$ cat src/rtl/core/vlmac_pkg.sv
// Shared types, constants and opcode encodings for the lane multiply-accumulate core.
`timescale 1ns / 1ps

package vlmac_pkg;

  // Field widths
  localparam int unsigned OP_W      = 4;
  localparam int unsigned LANE_W    = 3;
  localparam int unsigned DATA_W    = 16;
  localparam int unsigned ACC_W     = 48;
  localparam int unsigned S_TDATA_W = 40;  // 39 bits of fields, padded to bytes
  localparam int unsigned M_TDATA_W = 64;

  // Default lane count
  localparam int unsigned LANES_DEF = 8;

  // Rounding constant loaded with the fractional multiplies
  localparam logic [ACC_W-1:0] ROUND_K = 48'h0000_0000_8000;

  // Opcodes
  typedef enum logic [OP_W-1:0] {
    OP_MULF = 4'd0,
    OP_MULU = 4'd1,
    OP_MUDL = 4'd2,
    OP_MUDM = 4'd3,
    OP_MUDN = 4'd4,
    OP_MUDH = 4'd5,
    OP_MACF = 4'd6,
    OP_MACU = 4'd7,
    OP_MADL = 4'd8,
    OP_MADM = 4'd9,
    OP_MADN = 4'd10,
    OP_MADH = 4'd11
  } op_e;

  // How the destination element is taken from the accumulator
  typedef enum logic [2:0] {
    RES_SIGNED,
    RES_UNSIGNED,
    RES_LOW_CLAMP,
    RES_LOW,
    RES_MID,
    RES_ZERO
  } res_mode_e;

  // Control that travels with the product into the accumulate stage
  typedef struct packed {
    logic      load;  // overwrite rather than add
    logic      rnd;   // add the rounding constant on load
    res_mode_e mode;
  } acc_ctl_t;

endpackage

$ cat src/rtl/core/vlmac_acc.sv
// Accumulate stage: lane accumulator bank, 48-bit add, clamp/select, output register.
`timescale 1ns / 1ps

module vlmac_acc #(
  parameter int unsigned LANES = vlmac_pkg::LANES_DEF,
  localparam int unsigned IDX_W = (LANES > 1) ? $clog2(LANES) : 1
) (
  input  logic                            clk_i,
  input  logic                            rst_ni,
  // from the multiply stage
  input  logic                            valid_i,
  output logic                            ready_o,
  input  vlmac_pkg::acc_ctl_t             ctl_i,
  input  logic [IDX_W-1:0]                idx_i,
  input  logic [vlmac_pkg::ACC_W-1:0]     prod_i,
  // result register
  output logic                            valid_o,
  input  logic                            ready_i,
  output logic [vlmac_pkg::DATA_W-1:0]    result_o,
  output logic [vlmac_pkg::ACC_W-1:0]     acc_o
);

  logic [vlmac_pkg::ACC_W-1:0]  acc_q [LANES];
  logic [vlmac_pkg::ACC_W-1:0]  base;
  logic [vlmac_pkg::ACC_W-1:0]  sum;
  logic                         in_range;
  logic                         neg;
  logic [vlmac_pkg::DATA_W-1:0] res_d;
  logic                         fire;

  logic                         valid_q;
  logic [vlmac_pkg::DATA_W-1:0] res_q;
  logic [vlmac_pkg::ACC_W-1:0]  sum_q;

  assign ready_o = !valid_q || ready_i;
  assign fire    = valid_i && ready_o;

  // Load or accumulate
  always_comb begin
    if (ctl_i.load) begin
      base = ctl_i.rnd ? vlmac_pkg::ROUND_K : '0;
    end else begin
      base = acc_q[idx_i];
    end
    sum = base + prod_i;
  end

  // acc[47:16] fits in 16 signed bits when bits 47..31 agree
  assign neg      = sum[47];
  assign in_range = (sum[47:31] == '0) || (sum[47:31] == '1);

  // Destination element
  always_comb begin
    case (ctl_i.mode)
      vlmac_pkg::RES_SIGNED: begin
        res_d = in_range ? sum[31:16] : (neg ? 16'h8000 : 16'h7FFF);
      end
      vlmac_pkg::RES_UNSIGNED: begin
        if (neg) begin
          res_d = '0;
        end else if (|sum[46:31]) begin
          res_d = 16'hFFFF;
        end else begin
          res_d = sum[31:16];
        end
      end
      vlmac_pkg::RES_LOW_CLAMP: begin
        res_d = in_range ? sum[15:0] : (neg ? 16'h0000 : 16'hFFFF);
      end
      vlmac_pkg::RES_LOW: res_d = sum[15:0];
      vlmac_pkg::RES_MID: res_d = sum[31:16];
      default:            res_d = '0;
    endcase
  end

  // Lane accumulators, cleared at reset
  always_ff @(posedge clk_i or negedge rst_ni) begin
    if (!rst_ni) begin
      for (int i = 0; i < LANES; i++) begin
        acc_q[i] <= '0;
      end
    end else if (fire) begin
      acc_q[idx_i] <= sum;
    end
  end

  // Output valid
  always_ff @(posedge clk_i or negedge rst_ni) begin
    if (!rst_ni) begin
      valid_q <= 1'b0;
    end else if (ready_o) begin
      valid_q <= valid_i;
    end
  end

  // Output payload
  always_ff @(posedge clk_i) begin
    if (fire) begin
      res_q <= res_d;
      sum_q <= sum;
    end
  end

  assign valid_o  = valid_q;
  assign result_o = res_q;
  assign acc_o    = sum_q;

endmodule

$ cat config.mk
export PLATFORM = sky130hd
export DESIGN_NAME = vlmac_acc
export DESIGN_NICKNAME = d
export VERILOG_FILES = /design/src/rtl/core/vlmac_pkg.sv /design/src/rtl/core/vlmac_acc.sv
export SDC_FILE = /design/constraint.sdc
export NUM_CORES = 1
export LEC_CHECK = 0
export BUFFER_PORTS_ARGS = -buffer_cell sky130_fd_sc_hd__buf_2
export CAP_MARGIN = 0
export CORE_MARGIN = 4
export CORE_UTILIZATION = 43
export CTS_CLUSTER_DIAMETER = 100
export CTS_CLUSTER_SIZE = 20
export DETAILED_ROUTE_END_ITERATION = 12
export PLACE_DENSITY = 0.61
export SYNTH_ARGS = -nofsm -noshare
export SYNTH_HDL_FRONTEND = slang
export SYNTH_SLANG_ARGS = --single-unit
$ cat constraint.sdc
create_clock -name clk_i -period 9.95 [get_ports clk_i]
set_input_delay 1.99 -clock clk_i [delete_from_list [all_inputs] [get_ports clk_i]]
set_output_delay 1.99 -clock clk_i [all_outputs]
set_load 0.05 [all_outputs]
## Word level (Yosys, flattened, before mapping)

Cells that the tools add are included.

- Input bits: 60
- Logic and storage cells: 43
- Output and inout port bits: 66
- Bits in registers: 449

- Bitwise operators: 1
- Reductions and logical operators: 8
- Eq/ne operators: 5
- Mux-type cells: 15
- Order comparisons: 2
- $add $sub $neg: 1

Operators with widths:

| cell | count |
|---|---|
| bitwise mux 384 bit | 1 |
| two-way mux 48 bit | 4 |
| binary-select mux 48 bit (select 3 bit) | 1 |
| demux 48 bit (select 3 bit) | 1 |
| two-way mux 16 bit | 7 |
| one-hot mux 16 bit (5 select lines) | 1 |
| adder 48 bit | 1 |
| == test 17 bit, second input constant | 1 |
| logical NOT 17 bit | 1 |
| OR reduction 16 bit | 1 |
| == test 3 x 2 -> 1 bit, second input constant | 2 |
| >= comparator 4 bit, second input constant | 1 |
| < comparator 4 x 1 -> 1 bit, second input constant | 1 |
| inverter 3 -> 4 bit | 1 |
| == test 3 x 1 -> 1 bit, second input constant | 1 |
| == test 3 bit, second input constant | 1 |
| logical NOT 3 bit | 1 |
| logical AND 1 bit | 2 |
| logical OR 1 bit | 2 |
| logical NOT 1 bit | 1 |

## Longest topological paths before layout

- Depth after elaboration: 10
- Gate-level depth with buffers: 23
- Gate-level depth less buffers: 19

## Worst setup path before layout

No wires, ideal clock.

- Kind: input-to-reg
- Start point: input idx_i[0]
- End point: register res_q, in the netlist result_o[15] (data pin)
- Data arrival time: 6.918 ns
- Setup slack: 2.769 ns
- Library setup time: 0.263 ns
- Data required time: 9.687 ns
- Stages: 21
- Cells stage by stage: clkbuf_1 -> clkbuf_1 -> and3_1 -> clkbuf_1 -> clkbuf_1 -> clkbuf_1 -> a22oi_1 -> a31oi_1 -> ha_1 -> buf_2 -> nand4_1 -> or3_1 -> or3_1 -> o211ai_1 -> o2bb2ai_1 -> xor2_2 -> or4b_1 -> nor4_2 -> and3_2 -> o41ai_1 -> a2111o_1

- Word-level cells in the longest chain between the ends: 10

Ends and longest elaborated chain:

| what | line | text |
|---|---|---|
| start: declaration | vlmac_acc.sv:14 | `input logic [IDX_W-1:0] idx_i,` |
| inverter 3 -> 4 bit (implied by the code) (*) | vlmac_acc.sv:43 | `base = acc_q[idx_i];` |
| binary-select mux 48 bit (select 3 bit) (*) | vlmac_acc.sv:43 |  |
| two-way mux 48 bit (implied by the code) (*) (2 in series) | vlmac_acc.sv:43 |  |
| two-way mux 48 bit (*) | vlmac_acc.sv:40 | `if (ctl_i.load) begin` |
| adder 48 bit (*) | vlmac_acc.sv:45 | `sum = base + prod_i;` |
| named net sum, one bit | vlmac_acc.sv:25 | `logic [vlmac_pkg::ACC_W-1:0] sum;` |
| == test 17 bit, or another cell as far along | vlmac_acc.sv:50 | `assign in_range = (sum[47:31] == '0) \|\| (sum[47:31] == '1);` |
| logical OR 1 bit or two-way mux 16 bit (tied branches) | vlmac_acc.sv:50, vlmac_acc.sv:61 |  |
| two-way mux 16 bit (on tied branches) | vlmac_acc.sv:68, vlmac_acc.sv:56, vlmac_acc.sv:59 |  |
| one-hot mux 16 bit (5 select lines) (*) | vlmac_acc.sv:54 | `case (ctl_i.mode)` |
| end signal: assignment | vlmac_acc.sv:99 | `res_q <= res_d;` |
| end: declaration | vlmac_acc.sv:32 | `logic [vlmac_pkg::DATA_W-1:0] res_q;` |

Mark *: on every way through the listed nets, which the timed path passes. The rest lies on a longest branch. The select of a mux whose other input is x is not followed.
A chain may end at the register's enable or synchronous reset.

## Worst setup path after layout

- Start point: input idx_i[2]
- End point: register res_q, in the netlist result_o[14] (data pin)

- Word-level cells in the longest chain between the ends: 10

Ends and longest elaborated chain:

| what | line |
|---|---|
| inverter 3 -> 4 bit (implied by the code) (*) | vlmac_acc.sv:43 |
| binary-select mux 48 bit (select 3 bit) (*) | vlmac_acc.sv:43 |
| two-way mux 48 bit (implied by the code) (*) (2 in series) | vlmac_acc.sv:43 |
| two-way mux 48 bit (*) | vlmac_acc.sv:40 |
| adder 48 bit (*) | vlmac_acc.sv:45 |
| == test 17 bit, or another cell as far along | vlmac_acc.sv:50 |
| logical OR 1 bit or two-way mux 16 bit (tied branches) | vlmac_acc.sv:50, vlmac_acc.sv:61 |
| two-way mux 16 bit (on tied branches) | vlmac_acc.sv:68, vlmac_acc.sv:56, vlmac_acc.sv:59 |
| one-hot mux 16 bit (5 select lines) (*) | vlmac_acc.sv:54 |

Mark *: on every way between the ends. The rest lies on a longest branch, timed or not. The select of a mux whose other input is x is not followed.

==> results.md <==
- CTS tree: done
- DIE AREA: 54100 um^2
- Flop-to-flop setup slack: 3810 ps
- DR vias: 17121
- Setup Skew: between 30 and 40 ps
- Worst Path Required: 10240 ps
- Power Dens Cells: between 200 and 250 nW/um^2
- Vias in the first global route: 16970
- DP Area: 22900 um^2
- Via density: 5.95
- Crit path launch type: primary input
- IR drop worst, VDD: 156 uV
- Slowest cell on crit path: a2111oi_0
- DR pass1 iterations: 5
- Number of synthesized flops with an enable pin: 64
- Initial antenna violation count: 4
- Final Max Tran Viols: 0
- Area contributors post-synth: dfrtp_1 44%, edfxtp_1 8.9%, o21ai_0 8.1%, nand2_1 6.9%, mux2_2 3.4%
- DR WL met2: 31.0 mm
- IO Pins: between 100 and 150
- Syn avg cell area: 9.99 um^2
- Non-filler cells, final: 2879
- Routability cong.: 0.912
- Area leader, netlist: dfrtp_1
- Worst skew pair latency: 600 ps
- Number of remaining DRC errors: 0
- CORE AREA: 50000 um^2
- Count leader, synth: nand2_1
- WL per Instance: 23.8 um
- Reg-to-Reg Start: acc_q[247]
- Multi-input logic area: 9340 um^2
- Drt initial violations: approximately 1400
- Hold path endpoint: acc_q[238]
- #FFs+latches synth: 449
- Status: completed
- Metal-1 WL: 31.0 mm
- DR top layer: met5
- Total CTS buffers: 27
- Hold path start: acc_q[238]
- Reg clk slew, reported paths: 80 ps
- Syn Nets: between 2000 and 2500
- Max-cap violations: 0
- Design area: ~24000 um^2
- FF/Latch Area: 11600 um^2
- Min-delay worst type: flop to flop
- Congestion Overflow GR: 0
- Post-CTS setup buffers: 0
- Clock sink total: 449
- Kind of cell adding the most delay to the critical path: simple AND/OR/NAND/NOR gates
- Setup_tns: 0 ps
- Leakage power: 0.0103 uW
- Largest net degree at the start of global routing: 175
- Min setup slack post-route: 1740 ps
- Site Rows: between 80 and 90
- Final Hold Vio Count: 0
- Initial Util: 43.4%
- CP Max Fanout: 24
- WP data arrival: 8500 ps
- Dpl ws: 1440 ps
- Sequential area share after synthesis: 53.3%
- Crit share post-route: 82.5%
- Wire length on met3: 4.71 mm
- Fill count: ~4700
- DPL Wire Length: 44.6 mm
- Vert. Die Dim: roughly 230 um
- Slew headroom: 17.7%
- Synth cell count leaders: 400 x nand2_1, 385 x dfrtp_1, 350 x o21ai_0, 121 x clkbuf_1, 92 x a22oi_1
- Worst Path Buf+Inv: 2
- Fmax: 122 MHz
- Hold depth: 2
- Netlist cell types: 86
- Post-layout util: 47.4%
- CP Capture Type: flop
- Critical path, cell by cell: buf_2 > and3_2 > buf_12 > a22o_1 > a221oi_1 > a31oi_1 > ha_1 > nand2_1 > nor2_1 > nand2_1 > a2111oi_0 > o21a_1 > o22a_1 > or4b_1 > nor4_2 > and3_2 > or3_1 > o221ai_1
- Hold buffers post-CTS: 0
- WL final: 68.5 mm
- Synth async-reset ratio: 85.7%
- Clock buffer depth: 3
- Worst r2r dst: result_o[14]
- Worst-Margin Slew: 1200 ps
- First-pass GRT wire length: 105 mm
- Die width: 233 um
- Nets@finish: 2295
- Syn Inst Count: ~2200
- GRT Util Overall: 25.2%
- R2R cell count: 15
- PortBufs: 125
- Top_reg_cell synth: dfrtp_1
- Area grow syn2layout: 9.22%
- Share of layout cells above drive strength 1: 14.0%
- Area share of the largest cell type after synthesis: roughly 44%
- Minimum clock period: 8210 ps
- Kind of critical path: primary input to flop
- Placed cells: 2830
- Slowest cell delay on critical path: 1060 ps
- H-tree depth: 1
- Final Setup Violations: 0
- Antenna viol nets, final: 0
- Mapped Area: 21700 um^2
- Synth warn: 0
- RSZ-0062 raised after global routing: no
- Post-CTS Resized: 0
- CTS Root Cell: clkbuf_16
==> worst max-delay path by stage <==
stage,start,slack (ps),cells past startpoint,to
2_1_floorplan,idx_i[0],2770,21,result_o[15]
3_3_place_gp,idx_i[2],1490,18,result_o[13]
3_5_place_dp,idx_i[1],1440,18,result_o[2]
4_1_cts,idx_i[1],2030,18,result_o[14]
5_1_grt,idx_i[1],1470,20,result_o[14]
6_report,idx_i[2],1740,18,result_o[14]
==> worst reg2reg max path: stages (launching register included) <==
cell and delay (ps):
dfrtp_1 390, a22o_1 210, a221oi_1 230, a31oi_1 190, ha_1 500, and2_1 200, o311a_1 200, o211ai_1 250
a2111oi_0 1090, o21a_1 220, o22a_1 130, or4b_1 490, nor4_2 590, and3_2 360, or3_1 550, o221ai_1 250
==> cell type report <==
| type | instances | area share (%) |
|---|---|---|
| antenna | 2 | 0.0211 |
| clock buffer | 43 | 3.20 |
| clock inverter | 4 | 0.169 |
| inverter | 58 | 0.920 |
| multi-input combinational | 1497 | 39.4 |
| sequential | 449 | 48.8 |
| tap | 672 | 3.55 |
| timing repair buffer | 154 | 3.87 |
==> state kept, by name, indices dropped and copies added, names as in the netlist <==
name / flops
acc_q: 384
acc_o: 48
valid_o: 1
result_o: 16
==> metal layers <==
metal	global-route usage (%)	vias to the layer above
met4	6.26	2
li1	-	7910
met3	3.89	99
met2	39.6	558
met5	0	-
met1	36.9	8552
==> kinds of logic after synthesis <==
family          count (synthesis)  share of synthesized area, %
compound gates                791                          23.7
xor+xnor                       35                          1.57
fa+ha+maj                      48                          2.81
buf+inv                       223                          4.07
flops                         449                          53.3
mux                            69                          3.56
simple gates                  554                          11.0
==> metrics by stage <==
step / hold WS (ps) / total power, uW
floorplan: 441 / 4160
global placement: 460 / 4710
detailed placement: 466 / 4780
CTS: 486 / 5950
global route: 497 / 6300
finish: 484 / 5910
==> power breakdown <==
group	internal, uW	leakage (uW)	switching (uW)
sequential	2550	0.00544	335
combinational	620	0.00447	1250
clock	531	0.000384	630
==> cells in the final DEF, fill, tap and decap left out, types with 6 or more instances in the layout <==
cell	instances
nand2_1	392
dfrtp_1	385
o21ai_0	350
buf_2	124
a22oi_1	92
a21oi_1	68
mux2_2	65
edfxtp_1	64
inv_1	57
a31oi_1	55
nor2_1	49
a221oi_1	48
ha_1	47
a22o_1	46
clkbuf_16	28
buf_4	24
xnor2_1	21
o211ai_1	17
nand4_1	16
clkbuf_1	15
o31ai_1	13
nor3_1	12
o21a_1	12
xor2_1	11
a21o_1	10
or3_1	9
nor4_1	9
nand2_4	8
o221ai_1	8
and2_1	7
o221ai_2	6
o21bai_1	6
No activity file was read; power rests on OpenSTA's default activity.
